[src/hdl/ihrc_pkg.sv]
`default_nettype none

package ihrc_pkg;

    localparam int LABEL_BITS_DEF = 16;
    localparam int LABEL_BITS_MAX = 32;
    localparam int STEPS_W        = 8;
    localparam int COLOR_W        = 8;
    localparam int SECTOR_W       = 3;
    localparam int NUM_W          = 14;
    localparam int DEN_W          = STEPS_W + 3;
    localparam int PROD_W         = DEN_W + COLOR_W;

    localparam logic [STEPS_W-1:0] HUE_STEPS_RST = 8'd8;
    localparam logic [COLOR_W-1:0] LEVEL_MAX     = 8'hFF;
    localparam logic [COLOR_W-1:0] LEVEL_MIN     = 8'h00;

    typedef enum logic [SECTOR_W-1:0] {
        SEC_RED_GREEN_UP   = 3'd0,
        SEC_GREEN_RED_DOWN = 3'd1,
        SEC_GREEN_BLUE_UP  = 3'd2,
        SEC_BLUE_GREEN_DN  = 3'd3,
        SEC_BLUE_RED_UP    = 3'd4,
        SEC_RED_BLUE_DOWN  = 3'd5
    } t_sector;

    // The hue offset, in eighths of a step, for each value of the quotient modulo 7.
    function automatic logic [2:0] off_eighths(input logic [2:0] q7);
        logic [2:0] off;
        case (q7)
            3'd0: off = 3'd4;
            3'd1: off = 3'd2;
            3'd2: off = 3'd6;
            3'd3: off = 3'd1;
            3'd4: off = 3'd3;
            3'd5: off = 3'd5;
            3'd6: off = 3'd7;
            default: off = 3'd0;
        endcase
        return off;
    endfunction

    // Since 64 and 8 are both congruent to 1 modulo 7, the value is folded by
    // summing six-bit and then three-bit digits.
    function automatic logic [2:0] mod7(input logic [LABEL_BITS_MAX-1:0] q);
        logic [35:0] x;
        logic [8:0]  s6;
        logic [4:0]  s3;
        logic [3:0]  f;
        logic [2:0]  g;
        x  = {4'b0, q};
        s6 = '0;
        for (int i = 0; i < 6; i++) begin
            s6 = s6 + 9'(x[6*i +: 6]);
        end
        s3 = 5'(s6[2:0]) + 5'(s6[5:3]) + 5'(s6[8:6]);
        f  = 4'(s3[2:0]) + 4'(s3[4:3]);
        g  = f[2:0] + 3'(f[3]);
        return (g == 3'd7) ? 3'd0 : g;
    endfunction

endpackage

`default_nettype wire

[src/hdl/ihrc_div_cell.sv]
`default_nettype none

module ihrc_div_cell #(
    parameter int W  = 8,
    parameter int SW = 8
) (
    input  wire logic          i_clk,
    input  wire logic          i_rst_n,
    input  wire logic          i_vld,
    input  wire logic [W-1:0]  i_rem,
    input  wire logic [W-1:0]  i_div,
    input  wire logic [SW-1:0] i_sh,
    output logic               o_vld,
    output logic [W-1:0]       o_rem,
    output logic [W-1:0]       o_div,
    output logic [SW-1:0]      o_sh
);

    logic          r_vld;
    logic [W-1:0]  r_rem;
    logic [W-1:0]  r_div;
    logic [SW-1:0] r_sh;
    logic [W-1:0]  n_rem;
    logic [SW-1:0] n_sh;
    logic [W:0]    trial;
    logic [W:0]    diff;
    logic          ge;

    // One restoring step: bring down the next dividend bit and subtract the
    // divisor when it fits; the quotient bit enters at the bottom of the shift word.
    assign trial = {i_rem, i_sh[SW-1]};
    assign diff  = trial - {1'b0, i_div};
    assign ge    = (trial >= {1'b0, i_div});
    assign n_rem = ge ? diff[W-1:0] : trial[W-1:0];
    assign n_sh  = {i_sh[SW-2:0], ge};

    always_ff @(posedge i_clk) begin
        if (!i_rst_n) begin
            r_vld <= 1'b0;
        end else begin
            r_vld <= i_vld;
        end
    end

    always_ff @(posedge i_clk) begin
        r_rem <= n_rem;
        r_div <= i_div;
        r_sh  <= n_sh;
    end

    assign o_vld = r_vld;
    assign o_rem = r_rem;
    assign o_div = r_div;
    assign o_sh  = r_sh;

endmodule

`default_nettype wire

[src/hdl/ihrc_chain.sv]
`default_nettype none

module ihrc_chain #(
    parameter int N  = 8,
    parameter int W  = 8,
    parameter int SW = 8
) (
    input  wire logic          i_clk,
    input  wire logic          i_rst_n,
    input  wire logic          i_vld,
    input  wire logic [W-1:0]  i_rem,
    input  wire logic [W-1:0]  i_div,
    input  wire logic [SW-1:0] i_sh,
    output logic               o_vld,
    output logic [W-1:0]       o_rem,
    output logic [W-1:0]       o_div,
    output logic [SW-1:0]      o_sh
);

    logic          vld [N+1];
    logic [W-1:0]  rem [N+1];
    logic [W-1:0]  dv  [N+1];
    logic [SW-1:0] sh  [N+1];

    assign vld[0] = i_vld;
    assign rem[0] = i_rem;
    assign dv[0]  = i_div;
    assign sh[0]  = i_sh;

    for (genvar k = 0; k < N; k++) begin : g_cell
        ihrc_div_cell #(
            .W  (W),
            .SW (SW)
        ) u_cell (
            .i_clk   (i_clk),
            .i_rst_n (i_rst_n),
            .i_vld   (vld[k]),
            .i_rem   (rem[k]),
            .i_div   (dv[k]),
            .i_sh    (sh[k]),
            .o_vld   (vld[k+1]),
            .o_rem   (rem[k+1]),
            .o_div   (dv[k+1]),
            .o_sh    (sh[k+1])
        );
    end

    assign o_vld = vld[N];
    assign o_rem = rem[N];
    assign o_div = dv[N];
    assign o_sh  = sh[N];

endmodule

`default_nettype wire

[src/hdl/index_to_hue_rgb_color.sv]
`default_nettype none

// Maps a label number to a fully saturated RGB color on a six-sector hue wheel.
// One label is taken on every clock: busy is never asserted, and each color
// appears on o_red, o_green and o_blue for exactly one cycle with o_done high.
// The receiver cannot stall the block, so it must take every result in the
// cycle it is shown. The color is computed by three chains of restoring divide
// cells, one quotient bit per cell: LABEL_BITS cells split the label by the
// step count, three cells find the hue sector and eight cells find the ramp
// level, with the p1 and p2 registers before the sector chain and the p3
// register before the ramp chain. The hue_steps register (reset value 8, zero
// acts as one) is written through the configuration channel, which is always
// ready; it must be written only while no request is in flight.
module index_to_hue_rgb_color
    import ihrc_pkg::*;
#(
    parameter int LABEL_BITS = LABEL_BITS_DEF
) (
    input  wire logic                  i_clk,
    input  wire logic                  i_rst_n,
    input  wire logic                  start,
    output logic                       busy,
    input  wire logic [LABEL_BITS-1:0] i_label_number,
    output logic                       o_done,
    output logic [COLOR_W-1:0]         o_red,
    output logic [COLOR_W-1:0]         o_green,
    output logic [COLOR_W-1:0]         o_blue,
    input  wire logic                  i_cfg_valid,
    output logic                       o_cfg_ready,
    input  wire logic [STEPS_W-1:0]    i_cfg_data
);

    localparam int LATENCY = LABEL_BITS + 15;

    logic [STEPS_W-1:0]    r_hue_steps;
    logic [STEPS_W-1:0]    steps_eff;

    logic                  a_vld;
    logic                  a_vld_out;
    logic [STEPS_W-1:0]    a_rem;
    logic [STEPS_W-1:0]    a_div;
    logic [LABEL_BITS-1:0] a_sh;

    logic                  r_p1_vld;
    logic [2:0]            r_p1_q7;
    logic [STEPS_W-1:0]    r_p1_res;
    logic [STEPS_W-1:0]    r_p1_stp;
    logic [2:0]            n_p1_q7;

    logic                  r_p2_vld;
    logic [NUM_W-1:0]      r_p2_num;
    logic [DEN_W-1:0]      r_p2_den;
    logic [NUM_W-1:0]      n_p2_num;
    logic [2:0]            p1_off;

    logic                  b_vld;
    logic [DEN_W-1:0]      b_rem;
    logic [DEN_W-1:0]      b_div;
    logic [SECTOR_W-1:0]   b_sh;

    logic                  r_p3_vld;
    logic [PROD_W-1:0]     r_p3_prod;
    logic [DEN_W-1:0]      r_p3_den;
    logic [SECTOR_W-1:0]   r_p3_sec;
    logic [PROD_W-1:0]     n_p3_prod;

    logic                  c_vld;
    logic [DEN_W-1:0]      c_rem;
    logic [DEN_W-1:0]      c_div;
    logic [SECTOR_W+COLOR_W-1:0] c_sh;

    t_sector               sec;
    logic [COLOR_W-1:0]    up;
    logic [COLOR_W-1:0]    down;
    logic                  r_done;
    logic [COLOR_W-1:0]    r_red;
    logic [COLOR_W-1:0]    r_green;
    logic [COLOR_W-1:0]    r_blue;
    logic [COLOR_W-1:0]    n_red;
    logic [COLOR_W-1:0]    n_green;
    logic [COLOR_W-1:0]    n_blue;

    assign busy        = 1'b0;
    assign o_cfg_ready = 1'b1;

    always_ff @(posedge i_clk) begin
        if (!i_rst_n) begin
            r_hue_steps <= HUE_STEPS_RST;
        end else if (i_cfg_valid && o_cfg_ready) begin
            r_hue_steps <= i_cfg_data;
        end
    end

    assign steps_eff = (r_hue_steps == '0) ? STEPS_W'(1) : r_hue_steps;
    assign a_vld     = start & ~busy;

    ihrc_chain #(
        .N  (LABEL_BITS),
        .W  (STEPS_W),
        .SW (LABEL_BITS)
    ) u_split (
        .i_clk   (i_clk),
        .i_rst_n (i_rst_n),
        .i_vld   (a_vld),
        .i_rem   ('0),
        .i_div   (steps_eff),
        .i_sh    (i_label_number),
        .o_vld   (a_vld_out),
        .o_rem   (a_rem),
        .o_div   (a_div),
        .o_sh    (a_sh)
    );

    assign n_p1_q7 = mod7(LABEL_BITS_MAX'(a_sh));

    always_ff @(posedge i_clk) begin
        if (!i_rst_n) begin
            r_p1_vld <= 1'b0;
            r_p2_vld <= 1'b0;
            r_p3_vld <= 1'b0;
            r_done   <= 1'b0;
        end else begin
            r_p1_vld <= a_vld_out;
            r_p2_vld <= r_p1_vld;
            r_p3_vld <= b_vld;
            r_done   <= c_vld;
        end
    end

    assign p1_off   = off_eighths(r_p1_q7);
    assign n_p2_num = NUM_W'({r_p1_res, 5'b0}) + NUM_W'({r_p1_res, 4'b0})
                    + NUM_W'({p1_off, 2'b0}) + NUM_W'({p1_off, 1'b0});

    always_ff @(posedge i_clk) begin
        r_p1_q7  <= n_p1_q7;
        r_p1_res <= a_rem;
        r_p1_stp <= a_div;
        r_p2_num <= n_p2_num;
        r_p2_den <= {r_p1_stp, 3'b0};
    end

    ihrc_chain #(
        .N  (SECTOR_W),
        .W  (DEN_W),
        .SW (SECTOR_W)
    ) u_sector (
        .i_clk   (i_clk),
        .i_rst_n (i_rst_n),
        .i_vld   (r_p2_vld),
        .i_rem   (r_p2_num[NUM_W-1:SECTOR_W]),
        .i_div   (r_p2_den),
        .i_sh    (r_p2_num[SECTOR_W-1:0]),
        .o_vld   (b_vld),
        .o_rem   (b_rem),
        .o_div   (b_div),
        .o_sh    (b_sh)
    );

    assign n_p3_prod = {b_rem, {COLOR_W{1'b0}}} - PROD_W'(b_rem);

    always_ff @(posedge i_clk) begin
        r_p3_prod <= n_p3_prod;
        r_p3_den  <= b_div;
        r_p3_sec  <= b_sh;
    end

    // The sector code rides below the dividend bits and ends up above the ramp quotient.
    ihrc_chain #(
        .N  (COLOR_W),
        .W  (DEN_W),
        .SW (SECTOR_W + COLOR_W)
    ) u_ramp (
        .i_clk   (i_clk),
        .i_rst_n (i_rst_n),
        .i_vld   (r_p3_vld),
        .i_rem   (r_p3_prod[PROD_W-1:COLOR_W]),
        .i_div   (r_p3_den),
        .i_sh    ({r_p3_prod[COLOR_W-1:0], r_p3_sec}),
        .o_vld   (c_vld),
        .o_rem   (c_rem),
        .o_div   (c_div),
        .o_sh    (c_sh)
    );

    assign sec  = t_sector'(c_sh[SECTOR_W+COLOR_W-1:COLOR_W]);
    assign up   = c_sh[COLOR_W-1:0];
    assign down = LEVEL_MAX - up;

    always_comb begin
        case (sec)
            SEC_RED_GREEN_UP: begin
                n_red = LEVEL_MAX; n_green = up;        n_blue = LEVEL_MIN;
            end
            SEC_GREEN_RED_DOWN: begin
                n_red = down;      n_green = LEVEL_MAX; n_blue = LEVEL_MIN;
            end
            SEC_GREEN_BLUE_UP: begin
                n_red = LEVEL_MIN; n_green = LEVEL_MAX; n_blue = up;
            end
            SEC_BLUE_GREEN_DN: begin
                n_red = LEVEL_MIN; n_green = down;      n_blue = LEVEL_MAX;
            end
            SEC_BLUE_RED_UP: begin
                n_red = up;        n_green = LEVEL_MIN; n_blue = LEVEL_MAX;
            end
            default: begin
                n_red = LEVEL_MAX; n_green = LEVEL_MIN; n_blue = down;
            end
        endcase
    end

    always_ff @(posedge i_clk) begin
        r_red   <= n_red;
        r_green <= n_green;
        r_blue  <= n_blue;
    end

    assign o_done  = r_done;
    assign o_red   = r_red;
    assign o_green = r_green;
    assign o_blue  = r_blue;

    a_latency: assert property (@(posedge i_clk) disable iff (!i_rst_n)
        start |-> ##LATENCY o_done)
        else $error("request did not produce a color after the pipeline latency");

    a_resid_lt_steps: assert property (@(posedge i_clk) disable iff (!i_rst_n)
        r_p1_vld |-> (r_p1_res < r_p1_stp))
        else $error("label residue not below the step count");

    a_full_channel: assert property (@(posedge i_clk) disable iff (!i_rst_n)
        o_done |-> (o_red == LEVEL_MAX || o_green == LEVEL_MAX || o_blue == LEVEL_MAX))
        else $error("color has no channel at full level");

    a_zero_channel: assert property (@(posedge i_clk) disable iff (!i_rst_n)
        o_done |-> (o_red == LEVEL_MIN || o_green == LEVEL_MIN || o_blue == LEVEL_MIN))
        else $error("color has no channel at zero level");

    a_ramp_div: assert property (@(posedge i_clk) disable iff (!i_rst_n)
        c_vld |-> (c_rem < c_div))
        else $error("ramp remainder not below the denominator");

endmodule

`default_nettype wire

[config.mk]
export PLATFORM = sky130hd
export DESIGN_NAME = index_to_hue_rgb_color
export DESIGN_NICKNAME = d
export VERILOG_FILES = /design/src/hdl/ihrc_pkg.sv /design/src/hdl/ihrc_div_cell.sv /design/src/hdl/ihrc_chain.sv /design/src/hdl/index_to_hue_rgb_color.sv
export SDC_FILE = /design/constraint.sdc
export NUM_CORES = 1
export LEC_CHECK = 0
export BUFFER_PORTS_ARGS = -buffer_cell sky130_fd_sc_hd__buf_2
export CAP_MARGIN = 20
export CORE_ASPECT_RATIO = 0.7
export CORE_UTILIZATION = 55
export CTS_BUF_LIST = sky130_fd_sc_hd__clkbuf_8 sky130_fd_sc_hd__clkbuf_16
export CTS_CLUSTER_DIAMETER = 120
export DETAILED_ROUTE_END_ITERATION = 10
export GPL_ROUTABILITY_DRIVEN = 0
export HOLD_SLACK_MARGIN = 0.02
export PLACE_DENSITY = 0.78
export SYNTH_ARGS = -nofsm -noshare
export SYNTH_HDL_FRONTEND = slang
export SYNTH_SLANG_ARGS = --single-unit
[constraint.sdc]
create_clock -name i_clk -period 6.4 [get_ports i_clk]
set_clock_uncertainty 0.15 [all_clocks]
set_input_delay 0.96 -clock i_clk [delete_from_list [all_inputs] [get_ports i_clk]]
set_output_delay 0.96 -clock i_clk [all_outputs]
set_load 0.1 [all_outputs]
==> impl_metrics.tcl, run 1 <==
set metrics [dict create \
    synth-edff-count 0 \
    routed_wl_um 60300 \
    final_cell_mix "dfxtp_1 (921), inv_1 (273), ha_1 (238)" \
    cts_made_buffers 82 \
    diodes 0 \
    layout.nets 3314 \
    synth_cell_types 59 \
    postCtsSetupBuffers 0 \
    worstSetupPathType "reg -> reg" \
    wl_per_cell_um 15.5 \
    clk_latency_ps 630 \
    tritoncts "done" \
    core_sq_um 59900 \
    cts_root_buf "clkbuf_16" \
    syn_avg_cell_area_sq_um 11.5 \
    drc 0 \
    synthFlopType "dfxtp_1" \
    fill_cells 4487 \
    drtPass1Iterations 5 \
    hold_violations 0 \
    setup_viol 0 \
    syn_area_sq_um 33300 \
    critical_path_peak_fanout 3 \
    grt_overflow_total 0 \
    synth_seq_cells 921 \
    area_growth_pct 12.1 \
    seqCellArea_sq_um 18400 \
    hold_buffers 0 \
    max_cap_violations 0 \
    final_common_cell "dfxtp_1" \
    required_ps 6800 \
    drv_slew 0 \
    synthArstFlopShare 0 \
    cts_resized 0 \
    fin_crit_ps 5060 \
    cp-start-kind "flop" \
    ys_warn_count 0 \
    multi_input_area_sq_um 13800 \
    initial_utilization 0.557 \
    r2r_setup_slack_ps 1340 \
    fin_util 0.624 \
    fin_area_sq_um 37400 \
    hpwlAfterDp_um 42300 \
    grt_usage 0.197 \
    worst_slew_pin_slew_ps 816 \
    fp.dieW_um 296 \
    die_y_um 208 \
    grt_setup_unrepaired "false" \
    clockBufferDepth 3 \
    fp-row-count 75 \
    post_dp_cell_area_sq_um 34500 \
    drtAntennaViolNets 0 \
    grt_pass1_vias 20900 \
    syn-num-nets 3209 \
    critPathArrivalTime_ps 5460 \
    fin_tns_setup_ps 0 \
    run_status "completed" \
    worst_setup_path_end_kind "flop" \
    synthCells 2908 \
    timing.fmax_mhz 198 \
    via_count 20700 \
    grt_max_degree 40 \
    path_clk_slew_ps 60 \
    htree_levels 3 \
    cts_sinks 921 \
    pin_count 55 \
    grt_pass1_wl_um 101000 \
    drtIter0Drc 1261 \
    antenna_found_initial 0 \
    routed_via_density 5.32 \
    drive_gt1_frac 0.129 \
    hp-class "reg -> reg" \
    min_period_over_period 0.791 \
    maxSlewHeadroom 0.455 \
    portBuffers 52 \
    die_area_sq_um 61600 \
    yosysSeqAreaShare 0.553 \
]
## final cells by class
class | count | area share
Sequential cell | 921 | 0.493
Tap cell | 808 | 0.0271
Timing Repair Buffer | 52 | 0.00696
Multi-Input combinational cell | 1696 | 0.369
Inverter | 260 | 0.0261
Clock buffer | 102 | 0.0635
Clock inverter | 45 | 0.0141
## worst max-delay path, stage by stage (launching register included)
cell	delay [ps]
dfxtp_1	300
inv_1	50
fa_1	530
inv_1	40
ha_1	220
fa_1	410
a21oi_1	160
nor2_1	50
nor2_1	160
nor2b_1	70
o21a_1	180
fa_1	440
ha_1	230
fa_1	390
xor2_1	150
ha_1	220
fa_1	450
ha_1	230
xnor2_1	140
xnor2_1	220
a21boi_0	190
## flip-flops by register name, summed over array words and instances, names as in the netlist, 13 cells and up
signal                        cells
r_p3_prod                        18
u_ramp.g_cell.u_cell.o_div       56
u_split.g_cell.u_cell.o_sh      256
r_p2_num                         13
u_sector.g_cell.u_cell.o_div     24
u_split.g_cell.u_cell.o_div     128
u_ramp.g_cell.u_cell.o_sh        81
u_sector.g_cell.u_cell.o_rem     32
u_split.g_cell.u_cell.o_rem     128
u_ramp.g_cell.u_cell.o_rem       77
u_split.g_cell.u_cell.o_vld      16
## logic make-up after synthesis
group / synth area share
buffers and inverters: 0.0330
AOI/OAI and AO/OA: 0.0992
xor gates and xnor gates: 0.0255
muxes: 0.0774
other: 0.000225
and+or+nand+nor: 0.101
DFF: 0.553
adders and majority gates: 0.110
## through the flow
stage	hold WS, ps	instances	worst slack (ps)
floorplan	160	2908	1640
global placement	160	3737	1470
detailed placement	162	3737	1300
CTS	163	3884	1290
global route	166	3884	1030
finish	167	3884	1340
## per-layer routing
metal	vias up	GRT usage	wire [um]
met5	-	0	0
met4	0	0.0606	1560
met3	131	0.0369	2820
met2	482	0.323	27700
met1	9765	0.264	28200
li1	10300	-	-
## path summary, 6_finish.rpt
kind,startpoint,to,cells after the start
setup / recovery,u_split.g_cell[15].u_cell.o_sh[1]$_DFF_P_,r_p1_q7[2]$_SDFF_PN0_,20
hold / removal,u_ramp.g_cell[5].u_cell.o_sh[3]$_DFF_P_,u_ramp.g_cell[6].u_cell.o_sh[4]$_DFF_P_,0
setup reg to reg,u_split.g_cell[15].u_cell.o_sh[1]$_DFF_P_,r_p1_q7[2]$_SDFF_PN0_,20
hold reg to reg,u_ramp.g_cell[5].u_cell.o_sh[3]$_DFF_P_,u_ramp.g_cell[6].u_cell.o_sh[4]$_DFF_P_,0
## Yosys cell counts, types with 4 or more instances
library cell  instances  area share
nor2_1              120       0.014
a21o_1               20      0.0045
and4b_1              14      0.0042
a21oi_1             158       0.024
nor2b_1              99       0.019
and2_1               48      0.0090
o2111ai_1            14      0.0037
o22ai_1              10      0.0019
or2_2                 4     0.00075
o21a_1               60       0.014
o21ai_1               4     0.00060
o31a_1               27      0.0071
o21ai_0              91       0.014
nand4_1              13      0.0024
or4_1                11      0.0025
o21ai_2              15      0.0039
ha_1                238       0.089
o211ai_1             18      0.0041
fa_1                 35       0.021
or4b_1                9      0.0027
xor2_1               27      0.0071
o21ai_4               9      0.0044
xnor2_1              70       0.018
or4b_2               32      0.0096
nand2_1              48      0.0054
o22a_1                8      0.0021
and3b_1               4      0.0011
mux2i_1              90       0.027
nor3_1               32      0.0048
dfxtp_1             921        0.55
nand3_1              78       0.012
nand2b_1             37      0.0069
inv_1               260       0.029
mux2_2              149       0.050
clkbuf_1             29      0.0033
a211oi_1             45       0.010
nor3b_1              26      0.0059
Power of run 1 is left out: the tool's default activity adds up to more than one toggle a clock period on the data nets, which glitch-free logic cannot reach.
==> run 2: changes to the inputs <==
- clock period: 6.4 -> 5.12 ns (I/O delays scaled with it)
==> run 2 against run 1 <==
Against the previous run: final cell count about the same; highest routed layer unchanged; register-to-register slack worse by 1000 ps; setup slack worse by 1000 ps; first-iteration DRC count down 23%; hold slack worse by 77 ps; critical endpoint unchanged; non-clock buffer count up 2; global-route usage about the same.
==> impl_metrics.tcl, run 2 (synthesis gave the netlist of run 1 again) <==
set metrics [dict create \
    area_growth_pct 11.8 \
    portBuffers 52 \
    r2r_setup_slack_ps 300 \
    clockBufferDepth 3 \
    grt_pass1_wl_um 101000 \
    drtPass1Iterations 5 \
    die_y_um 208 \
    cts_made_buffers 80 \
    worst_setup_path_end_kind "flop" \
    wl_per_cell_um 15.4 \
    hp-class "in -> reg" \
    core_sq_um 59900 \
    fp-row-count 75 \
    layout.nets 3314 \
    largest_reg_flops 256 \
    place_inst 3737 \
    min_path_cells 1 \
    timing.fmax_mhz 207 \
    die_area_sq_um 61600 \
    final_cell_mix "dfxtp_1 (921), inv_1 (271), ha_1 (234)" \
    min_from "i_label_number[14]" \
    hpwlAfterDp_um 42000 \
    hold_buffers 0 \
    cts_root_buf "clkbuf_16" \
    htree_levels 3 \
    r2r-end "r_p1_q7[2]$_SDFF_PN0_" \
    path_clk_slew_ps 60 \
    drv_slew 0 \
    min_to "u_split.g_cell[0].u_cell.o_sh[15]$_DFF_P_" \
    stdcell_count 3882 \
    run_status "completed" \
    r2r_start "u_split.g_cell[15].u_cell.o_sh[1]$_DFF_P_" \
    drive_gt1_frac 0.133 \
    critPathArrivalTime_ps 5230 \
    grt_pass1_vias 21200 \
    diodes 0 \
    routed_via_density 5.29 \
    pin_count 55 \
    clk_latency_ps 630 \
    grt_usage 0.197 \
    required_ps 5530 \
    crit_path_max_incr_delay_ps 520 \
    antenna_found_initial 0 \
    initial_utilization 0.557 \
    worst_slew_pin_slew_ps 834 \
    cts_sinks 921 \
    fin_util 0.622 \
    min_period_over_period 0.941 \
    via_count 20500 \
    grt_overflow_total 0 \
    drtAntennaViolNets 0 \
    setup_viol 0 \
    worstSetupPathType "reg -> reg" \
    fin_crit_ps 4820 \
    tritoncts "done" \
    final_common_cell "dfxtp_1" \
    max_cap_violations 0 \
    crit_cells 20 \
    critical_path_peak_fanout 3 \
    crit_chain "inv_1, fa_1, inv_1, ha_2, fa_2, a21oi_2, nor2_1, nor2_2, nor2b_1, o21a_1, fa_1, ha_2, fa_2, xor2_1, ha_2, fa_1, ha_2, xnor2_1, xnor2_1, a21boi_2" \
    cp_top_family "adder cells" \
    hold_violations 0 \
    fin_tns_setup_ps 0 \
    rr_worst_depth 20 \
    path_buf_inv 2 \
    drc 0 \
    maxSlewHeadroom 0.443 \
    cpMostUsedCell "ha_2" \
    cp-start-kind "flop" \
    slowest_stage "fa_1" \
    fill_cells 4515 \
    grt_max_degree 40 \
    drtIter0Drc 967 \
    fp.dieW_um 296 \
    routed_wl_um 59800 \
]
## run 2: stage by stage
| step | setup slack, ps | area, sq um | hold WS, ps |
|---|---|---|---|
| after floorplan | 362 | 33300 | 160 |
| after global placement | 178 | 34500 | 160 |
| after detailed placement | 49.4 | 34500 | 162 |
| after CTS | 27.8 | 37200 | 50.7 |
| after global routing | -7.75 | 37300 | 48.1 |
| final | 300 | 37300 | 90.3 |
## run 2: cell type report
| cell class | instances | area [sq um] | share of cell area |
|---|---|---|---|
| Multi-Input combinational cell | 1696 | 13800 | 0.371 |
| Clock inverter | 48 | 537 | 0.0144 |
| Clock buffer | 95 | 2220 | 0.0596 |
| Inverter | 260 | 976 | 0.0262 |
| Timing Repair Buffer | 54 | 275 | 0.00739 |
| Tap cell | 808 | 1010 | 0.0271 |
| Sequential cell | 921 | 18400 | 0.495 |
## run 2: worst max path at each step
stage                                 end                                      start  slack (ps)
finish              r_p1_q7[2]$_SDFF_PN0_  u_split.g_cell[15].u_cell.o_sh[1]$_DFF_P_         300
global route        r_p1_q7[2]$_SDFF_PN0_  u_split.g_cell[15].u_cell.o_sh[1]$_DFF_P_          -8
detailed placement  r_p1_q7[2]$_SDFF_PN0_  u_split.g_cell[15].u_cell.o_sh[1]$_DFF_P_          50
CTS                 r_p1_q7[2]$_SDFF_PN0_  u_split.g_cell[15].u_cell.o_sh[1]$_DFF_P_          30
global placement    r_p1_q7[2]$_SDFF_PN0_  u_split.g_cell[15].u_cell.o_sh[1]$_DFF_P_         180
floorplan           r_p1_q7[2]$_SDFF_PN0_  u_split.g_cell[15].u_cell.o_sh[1]$_DFF_P_         360
## run 2: per-layer routing
metal / wire, um / up-vias / GRT usage
li1: - / 10300 / -
met1: 28000 / 9703 / 0.260
met3: 2470 / 135 / 0.0359
met2: 27700 / 425 / 0.326
met4: 1600 / 0 / 0.0679
met5: 0 / - / 0
## run 2: what timing repair did
action / 4_1_cts / 5_1_grt
resized for setup: 0 / 13
setup endpoints to repair: 0 / 3
setup buffers: 0 / 2
Power of run 2 is left out for the same reason.
